===== src/kca_pkg.sv =====
// Package for the key click and autorepeat block: key table, register codes, helpers.
package kca_pkg;

  localparam int NUM_KEYS  = 14;
  localparam int KEY_IDX_W = 4;
  localparam int WORD_W    = 32;
  localparam int DELAY_W   = 16;
  localparam int TICK_W    = 32;
  localparam int DATA_W    = 32;
  localparam int ADDR_W    = 3;

  localparam logic [DELAY_W-1:0] INITIAL_DELAY_RST = 16'd500;
  localparam logic [DELAY_W-1:0] REPEAT_DELAY_RST  = 16'd175;

  // Register index codes, taken from paddr[2]
  localparam logic REG_INITIAL_DELAY = 1'b0;
  localparam logic REG_REPEAT_DELAY  = 1'b1;

  typedef logic [NUM_KEYS-1:0]  key_vec_t;
  typedef logic [KEY_IDX_W-1:0] key_idx_t;

  localparam logic [WORD_W-1:0] KEY_MASK [NUM_KEYS] = '{
    32'h0100_0000, 32'h0400_0000, 32'h0080_0000,
    32'h0000_1000, 32'h0000_2000, 32'h0000_4000, 32'h0000_8000,
    32'h0001_0000, 32'h0002_0000, 32'h0004_0000, 32'h0008_0000,
    32'h0000_0003, 32'h0000_0002, 32'h0000_0001
  };

  // 0 selects word a, 1 selects word b
  localparam logic KEY_WORD [NUM_KEYS] = '{
    1'b0, 1'b0, 1'b0,
    1'b1, 1'b1, 1'b1, 1'b1, 1'b1, 1'b1, 1'b1, 1'b1, 1'b1, 1'b1, 1'b1
  };

  // A key is down when every one of its mask bits is low
  function automatic key_vec_t keys_down(input logic [WORD_W-1:0] wa,
                                         input logic [WORD_W-1:0] wb);
    key_vec_t d;
    d = '0;
    for (int k = 0; k < NUM_KEYS; k++) begin
      d[k] = ((KEY_WORD[k] ? wb : wa) & KEY_MASK[k]) == '0;
    end
    return d;
  endfunction

endpackage


===== src/key_click_autorepeat_top.sv =====
// Key click detection and typematic autorepeat, with APB delay registers.
//
//  channel  | handshake          | payload
//  ---------+--------------------+--------------------------------------------
//  input    | in_valid/in_stall  | req_type, scan_word_a, scan_word_b, tick_now
//  output   | out_valid/out_stall| key_valid, key_index
//  config   | APB psel/penable   | paddr, pwdata, prdata (initial/repeat delay)
//
// One item per cycle while the result is not stalled; each result passes the input
// register, then key encoder and tick compare, then the result register.
// Reset (synchronous) sets both scan words to all ones, clears the repeat key
// and loads the delays with 500 and 175 ticks.
// A stalled result holds both stages; the input register still takes a
// transaction while it is empty.
module key_click_autorepeat_top (
  input  logic                         clk,
  input  logic                         rst,
  input  logic                         in_valid,
  output logic                         in_stall,
  input  logic                         req_type,
  input  logic [kca_pkg::WORD_W-1:0]   scan_word_a,
  input  logic [kca_pkg::WORD_W-1:0]   scan_word_b,
  input  logic [kca_pkg::TICK_W-1:0]   tick_now,
  output logic                         out_valid,
  input  logic                         out_stall,
  output logic                         key_valid,
  output logic [kca_pkg::KEY_IDX_W-1:0] key_index,
  input  logic                         psel,
  input  logic                         penable,
  input  logic                         pwrite,
  input  logic [kca_pkg::ADDR_W-1:0]   paddr,
  input  logic [kca_pkg::DATA_W-1:0]   pwdata,
  output logic [kca_pkg::DATA_W-1:0]   prdata,
  output logic                         pready
);
  import kca_pkg::*;

  // configuration
  logic [DELAY_W-1:0] initial_delay;
  logic [DELAY_W-1:0] repeat_delay;

  // input register
  logic              s1_valid;
  logic              s1_req_type;
  logic [WORD_W-1:0] s1_word_a;
  logic [WORD_W-1:0] s1_word_b;
  logic [TICK_W-1:0] s1_tick;

  // block state
  logic [WORD_W-1:0] cur_word_a;
  logic [WORD_W-1:0] cur_word_b;
  logic              repeat_active;
  key_idx_t          repeat_key;
  logic [TICK_W-1:0] last_emit_tick;
  logic              has_repeated;

  logic              advance;
  logic              take_in;
  logic              work;

  key_vec_t          down_now;
  key_vec_t          down_before;
  key_vec_t          click;
  logic              any_click;
  key_idx_t          click_idx;
  logic [TICK_W-1:0] elapsed;
  logic [DELAY_W-1:0] limit;
  logic              held;
  logic              due;

  logic              repeat_active_next;
  key_idx_t          repeat_key_next;
  logic [TICK_W-1:0] last_emit_tick_next;
  logic              has_repeated_next;
  logic              key_valid_next;
  key_idx_t          key_index_next;

  assign pready   = 1'b1;
  assign advance  = !(out_valid && out_stall);
  assign in_stall = s1_valid && !advance;
  assign take_in  = in_valid && !in_stall;
  assign work     = s1_valid && advance;

  always_ff @(posedge clk) begin
    if (rst) begin
      initial_delay <= INITIAL_DELAY_RST;
      repeat_delay  <= REPEAT_DELAY_RST;
    end else if (psel && penable && pwrite) begin
      case (paddr[2])
        REG_INITIAL_DELAY: initial_delay <= pwdata[DELAY_W-1:0];
        REG_REPEAT_DELAY:  repeat_delay  <= pwdata[DELAY_W-1:0];
        default: ;
      endcase
    end
  end

  always_comb begin
    case (paddr[2])
      REG_INITIAL_DELAY: prdata = {{(DATA_W-DELAY_W){1'b0}}, initial_delay};
      REG_REPEAT_DELAY:  prdata = {{(DATA_W-DELAY_W){1'b0}}, repeat_delay};
      default:           prdata = '0;
    endcase
  end

  always_ff @(posedge clk) begin
    if (rst) begin
      s1_valid <= 1'b0;
    end else if (take_in) begin
      s1_valid <= 1'b1;
    end else if (advance) begin
      s1_valid <= 1'b0;
    end
  end

  always_ff @(posedge clk) begin
    if (take_in) begin
      s1_req_type <= req_type;
      s1_word_a   <= scan_word_a;
      s1_word_b   <= scan_word_b;
      s1_tick     <= tick_now;
    end
  end

  always_comb begin
    down_now    = keys_down(s1_word_a, s1_word_b);
    down_before = keys_down(cur_word_a, cur_word_b);
    click       = down_now & ~down_before;
    any_click   = |click;
    click_idx   = '0;
    // walk down so the lowest table index wins
    for (int k = NUM_KEYS - 1; k >= 0; k--) begin
      if (click[k]) click_idx = KEY_IDX_W'(k);
    end
    elapsed = s1_tick - last_emit_tick;
    limit   = has_repeated ? repeat_delay : initial_delay;
    held    = repeat_active && down_now[repeat_key];
    due     = elapsed > {{(TICK_W-DELAY_W){1'b0}}, limit};

    repeat_active_next  = repeat_active;
    repeat_key_next     = repeat_key;
    last_emit_tick_next = last_emit_tick;
    has_repeated_next   = has_repeated;
    key_valid_next      = 1'b0;
    key_index_next      = '0;

    if (s1_req_type) begin
      repeat_active_next = 1'b0;
      repeat_key_next    = '0;
    end else if (any_click) begin
      repeat_active_next  = 1'b1;
      repeat_key_next     = click_idx;
      has_repeated_next   = 1'b0;
      last_emit_tick_next = s1_tick;
      key_valid_next      = 1'b1;
      key_index_next      = click_idx;
    end else if (held) begin
      if (due) begin
        has_repeated_next   = 1'b1;
        last_emit_tick_next = s1_tick;
        key_valid_next      = 1'b1;
        key_index_next      = repeat_key;
      end
    end else begin
      // repeat key released: forget it
      repeat_active_next = 1'b0;
      repeat_key_next    = '0;
    end
  end

  always_ff @(posedge clk) begin
    if (rst) begin
      cur_word_a     <= '1;
      cur_word_b     <= '1;
      repeat_active  <= 1'b0;
      repeat_key     <= '0;
      last_emit_tick <= '0;
      has_repeated   <= 1'b0;
    end else if (work) begin
      if (!s1_req_type) begin
        cur_word_a <= s1_word_a;
        cur_word_b <= s1_word_b;
      end
      repeat_active  <= repeat_active_next;
      repeat_key     <= repeat_key_next;
      last_emit_tick <= last_emit_tick_next;
      has_repeated   <= has_repeated_next;
    end
  end

  always_ff @(posedge clk) begin
    if (rst) begin
      out_valid <= 1'b0;
    end else if (advance) begin
      out_valid <= s1_valid;
    end
  end

  always_ff @(posedge clk) begin
    if (work) begin
      key_valid <= key_valid_next;
      key_index <= key_index_next;
    end
  end

  a_idle_index_zero: assert property (@(posedge clk) disable iff (rst)
    out_valid && !key_valid |-> key_index == '0)
    else $error("silent result carries a non-zero key index");

  a_index_range: assert property (@(posedge clk) disable iff (rst)
    out_valid |-> key_index < KEY_IDX_W'(NUM_KEYS))
    else $error("reported key index beyond the key table");

  a_repeat_key_cleared: assert property (@(posedge clk) disable iff (rst)
    !repeat_active |-> repeat_key == '0)
    else $error("repeat key kept without an active repeat");

  a_stall_cause: assert property (@(posedge clk) disable iff (rst)
    in_stall |-> s1_valid && out_valid && out_stall)
    else $error("input stalled while the pipeline could move");

  a_clear_silent: assert property (@(posedge clk) disable iff (rst)
    work && s1_req_type |=> out_valid && !key_valid && !repeat_active)
    else $error("clear transaction reported a key or kept the repeat key");

endmodule


===== config.mk =====
export PLATFORM = sky130hd
export DESIGN_NAME = key_click_autorepeat_top
export DESIGN_NICKNAME = d
export VERILOG_FILES = /design/src/kca_pkg.sv /design/src/key_click_autorepeat_top.sv
export SDC_FILE = /design/constraint.sdc
export NUM_CORES = 1
export LEC_CHECK = 0
export ABC_AREA = 0
export BUFFER_PORTS_ARGS = -buffer_cell sky130_fd_sc_hd__clkbuf_2
export CORE_ASPECT_RATIO = 0.8
export CORE_MARGIN = 4
export CORE_UTILIZATION = 37
export DETAILED_ROUTE_END_ITERATION = 8
export HOLD_SLACK_MARGIN = 0.05
export SYNTH_ARGS = -nofsm -noshare
export SYNTH_HDL_FRONTEND = slang
export SYNTH_SLANG_ARGS = --single-unit

===== constraint.sdc =====
create_clock -name clk -period 4.4 [get_ports clk]
set_input_delay 0.44 -clock clk [delete_from_list [all_inputs] [get_ports clk]]
set_output_delay 0.44 -clock clk [all_outputs]
set_load 0.03 [all_outputs]

==> impl_metrics.csv <==
group,metric,value,unit
sta,finalCritPeriodShare,1.03,
global_route,antenna_found_initial,0,
clocking,clockBufferDepth,2,
sta,skew,0.0112,ns
worst_setup_path,cp-endpoint,"last_emit_tick[9]",
worst_setup_path,crit_path_max_fanout,13,
yosys,syn_area,8360,µm²
sta,finalCriticalPeriod,4.51,ns
yosys,synth_top_area_share,0.204,
worst_setup_path,reg2reg_depth,22,
global_route,grt_pass1_wl,33800,µm
finish,nets,1239,
route,drt-pass1-iter-count,5,
min_path,hold_class,"in -> reg",
route,route.antenna.remaining_nets,0,
worst_setup_path,rr_endpoint,"last_emit_tick[9]",
worst_setup_path,crit_path_end_kind,"flop",
pwr,p_sw_frac,0.297,
yosys,synth_flop_cell,"dfxtp_1",
pwr,intPower,0.00249,W
clocking,clock_sinks,136,
die,dieArea,25100,µm²
worst_setup_path,crit_start,"s1_tick[4]",
pwr,power_switching,0.00105,W
finish,finalNonFillerCells,1365,
yosys,synth_common_cells,"nand2_1, dfxtp_1, a21oi_1",
clocking,clock_latency,0.43,ns
worst_setup_path,rr_startpoint,"s1_tick[4]",
yosys,synth_seq_cells,136,
place,hpwlAfterDp,15600,µm
finish,area_growth,23.9,%
global_route,grt_max_degree,46,
pwr,ir_worst_vdd,224,µV
clocking,numCtsBuffers,17,
worst_setup_path,worst-r2r-setup-slack,-0.11,ns
die,initial_core_util,0.382,
route,vias,6948,
yosys,avgSynthCellArea,9.18,µm²
die,die_height,142,µm
flow_run,cap_violations,0,
sta,worst_slack,-0.111,ns
worst_setup_path,required,4.71,ns
global_route,grt_use_total,0.167,
run_status,status,"complete, but fails checks",
route,routed_wl,21300,µm
pwr,cellPowerDensity,342,nW/µm²
pwr,pwr-share-comb,0.203,
pwr,clkPwrFrac,0.402,
sta,worst_slew_pin_slew,1.01,ns
pwr,p_leak,4.09,nW
sta,report.final.slew_viol_count,0,
sta,setup_viol_count_final,36,
finish,register_area,3230,µm²
place,place.gp.congestion,0.906,
die,num_io_pins,179,
finish,fillers,2100,
yosys,synth.distinct_cells,73,
run_status,violations,"negative setup slack",
sta,rsz0062_at_grt,"true",
sta,maxSlewHeadroom,0.311,
global_route,grt_pass1_vias,6539,
pwr,p_seq_frac,0.395,
yosys,async_reset_ff_frac,0,
worst_setup_path,cp_data_arrival_time,4.82,ns
yosys,synth_most_common_cell,"nand2_1",
die,num_rows,48,
clocking,cts_tree,"yes",
sta,max_freq,222,MHz
sta,finalHoldViolCount,0,
yosys,ys.warnings.count,0,
min_path,min_from,"scan_word_b[16]",
die,die_w,176,µm
finish,layout-drive-gt1-share,0.254,
worst_setup_path,criticalPathCategory,"reg -> reg",
finish,antenna_cells,0,
clocking,cts_root_buf,"clkbuf_16",
sta,hold_ws,0.181,ns
clocking,cts.clk_slew.worst_paths,0.06,ns
place,dpl_worst_slack,-0.369,ns
global_route,overflow,0,
yosys,synth_edf_count,51,
route,drc_errors,0,
worst_setup_path,critPathLaunchType,"flop",
clocking,cts_hold_buffers,0,
route,wl_per_cell,15.6,µm
place,portBuffers,92,
place,placedCellCount,1324,
route,drtIter0Drc,486,
yosys,synth_area_leaders,"dfxtp_1, edfxtp_1, ha_1",
yosys,synthCells,910,
yosys,synth_seq_area_share,0.387,
die,fp.coreArea,21900,µm²
yosys,yosysTopAreaCell,"dfxtp_1",
clocking,htreeDepth,4,
route,via_per_inst,5.09,
finish,multi_input_area,4850,µm²
metrics by stage:
step / power (W) / TNS [ns] / cell area [µm²] / utilization
2_1_floorplan: 0.00188 / 0 / 8420 / -
3_3_place_gp: 0.00209 / -9.70 / 9470 / 0.433
3_5_place_dp: 0.00210 / -11.16 / 9470 / 0.433
4_1_cts: 0.00356 / -0.848 / 10200 / 0.468
5_1_grt: 0.00370 / -11.83 / 10400 / 0.474
6_report: 0.00354 / -3.06 / 10400 / 0.474
worst min-delay path by stage:
stage	to	slack, ns	cells past startpoint
6_report	s1_word_b[16]	0.18	1
5_1_grt	s1_word_a[23]	0.16	1
4_1_cts	s1_word_b[1]	0.16	1
3_5_place_dp	initial_delay[13]	0.46	2
3_3_place_gp	repeat_delay[4]	0.46	2
2_1_floorplan	initial_delay[0]	0.44	2
timing repair:
item                                    4_1_cts  5_1_grt
endpoints found under the setup margin       38       38
buffers inserted                              5        1
resized for setup                            27        8
cloned                                        0        3
pin swaps                                    20        3
cells in the final DEF (no fill, tap or decap), types with 19 or more instances in the layout:
cell type	count
dfxtp_1	85
nor2b_1	25
buf_4	74
nand4_1	19
mux2i_1	50
clkbuf_16	19
a21oi_1	69
nand2b_1	72
ha_1	43
nand2_1	104
clkbuf_2	91
edfxtp_1	51
inv_1	51
nor2_1	35
registers in the layout, summed over array words and instances (netlist names), 3 cells and up:
register and cells:
key_index 4, repeat_key 4, cur_word_b 10, cur_word_a 3, last_emit_tick 32, repeat_delay 16, initial_delay 16, s1_word_b 10
s1_tick 32, s1_word_a 3
power by group through the flow:
stage / sequential (W) / combinational (W) / clock, W
6_report: 0.00140 / 0.000720 / 0.00142
5_1_grt: 0.00141 / 0.000789 / 0.00151
4_1_cts: 0.00140 / 0.000699 / 0.00146
3_5_place_dp: 0.00143 / 0.000672 / 0
3_3_place_gp: 0.00143 / 0.000664 / 0
2_1_floorplan: 0.00142 / 0.000460 / 0
metal layers:
metal | wire length [µm] | GRT usage | vias to the layer above
li1 | - | - | 3477
met1 | 10500 | 0.241 | 3250
met2 | 9330 | 0.250 | 201
met3 | 1290 | 0.0401 | 20
met4 | 241 | 0.0451 | 0
met5 | 0 | 0 | -
logic make-up (layout without fill, tap and decap cells):
logic type | count (synthesis) | in the layout | synth area share
multiplexers | 70 | 70 | 0.0909
adder cells (fa/ha/maj) | 48 | 48 | 0.0728
AO/OA/AOI/OAI | 197 | 197 | 0.162
other | 2 | 17 | 0.000899
AND/OR/NAND/NOR | 322 | 322 | 0.200
flip-flops | 136 | 136 | 0.387
XOR/XNOR | 20 | 20 | 0.0219
buffers and inverters | 115 | 255 | 0.0648
layout make-up:
type                    count  area share
well taps                 300      0.0362
inverters                  51      0.0185
clock buffers              18      0.0424
repair buffers            172       0.109
flip-flops and latches    136       0.312
clock inverters            14      0.0133
multi-input cells         674       0.468
worst max-delay path, cell delays in order, from the launching register on:
cell and delay (ns):
edfxtp_1 0.45, ha_4 0.31, and2_4 0.16, o211ai_1 0.14, buf_4 0.19, a21oi_4 0.17, nor2_2 0.07, nor2_1 0.10
nor2_1 0.07, xnor2_1 0.24, ha_1 0.29, nand4_1 0.16, nor2_1 0.06, a311o_1 0.26, o31ai_1 0.21, buf_4 0.17
o2111ai_2 0.13, nor4_2 0.16, nand4_1 0.17, o41ai_4 0.37, a21boi_4 0.18, buf_12 0.19, mux2i_1 0.12
Note: power is estimated with default switching activity, not from simulation.
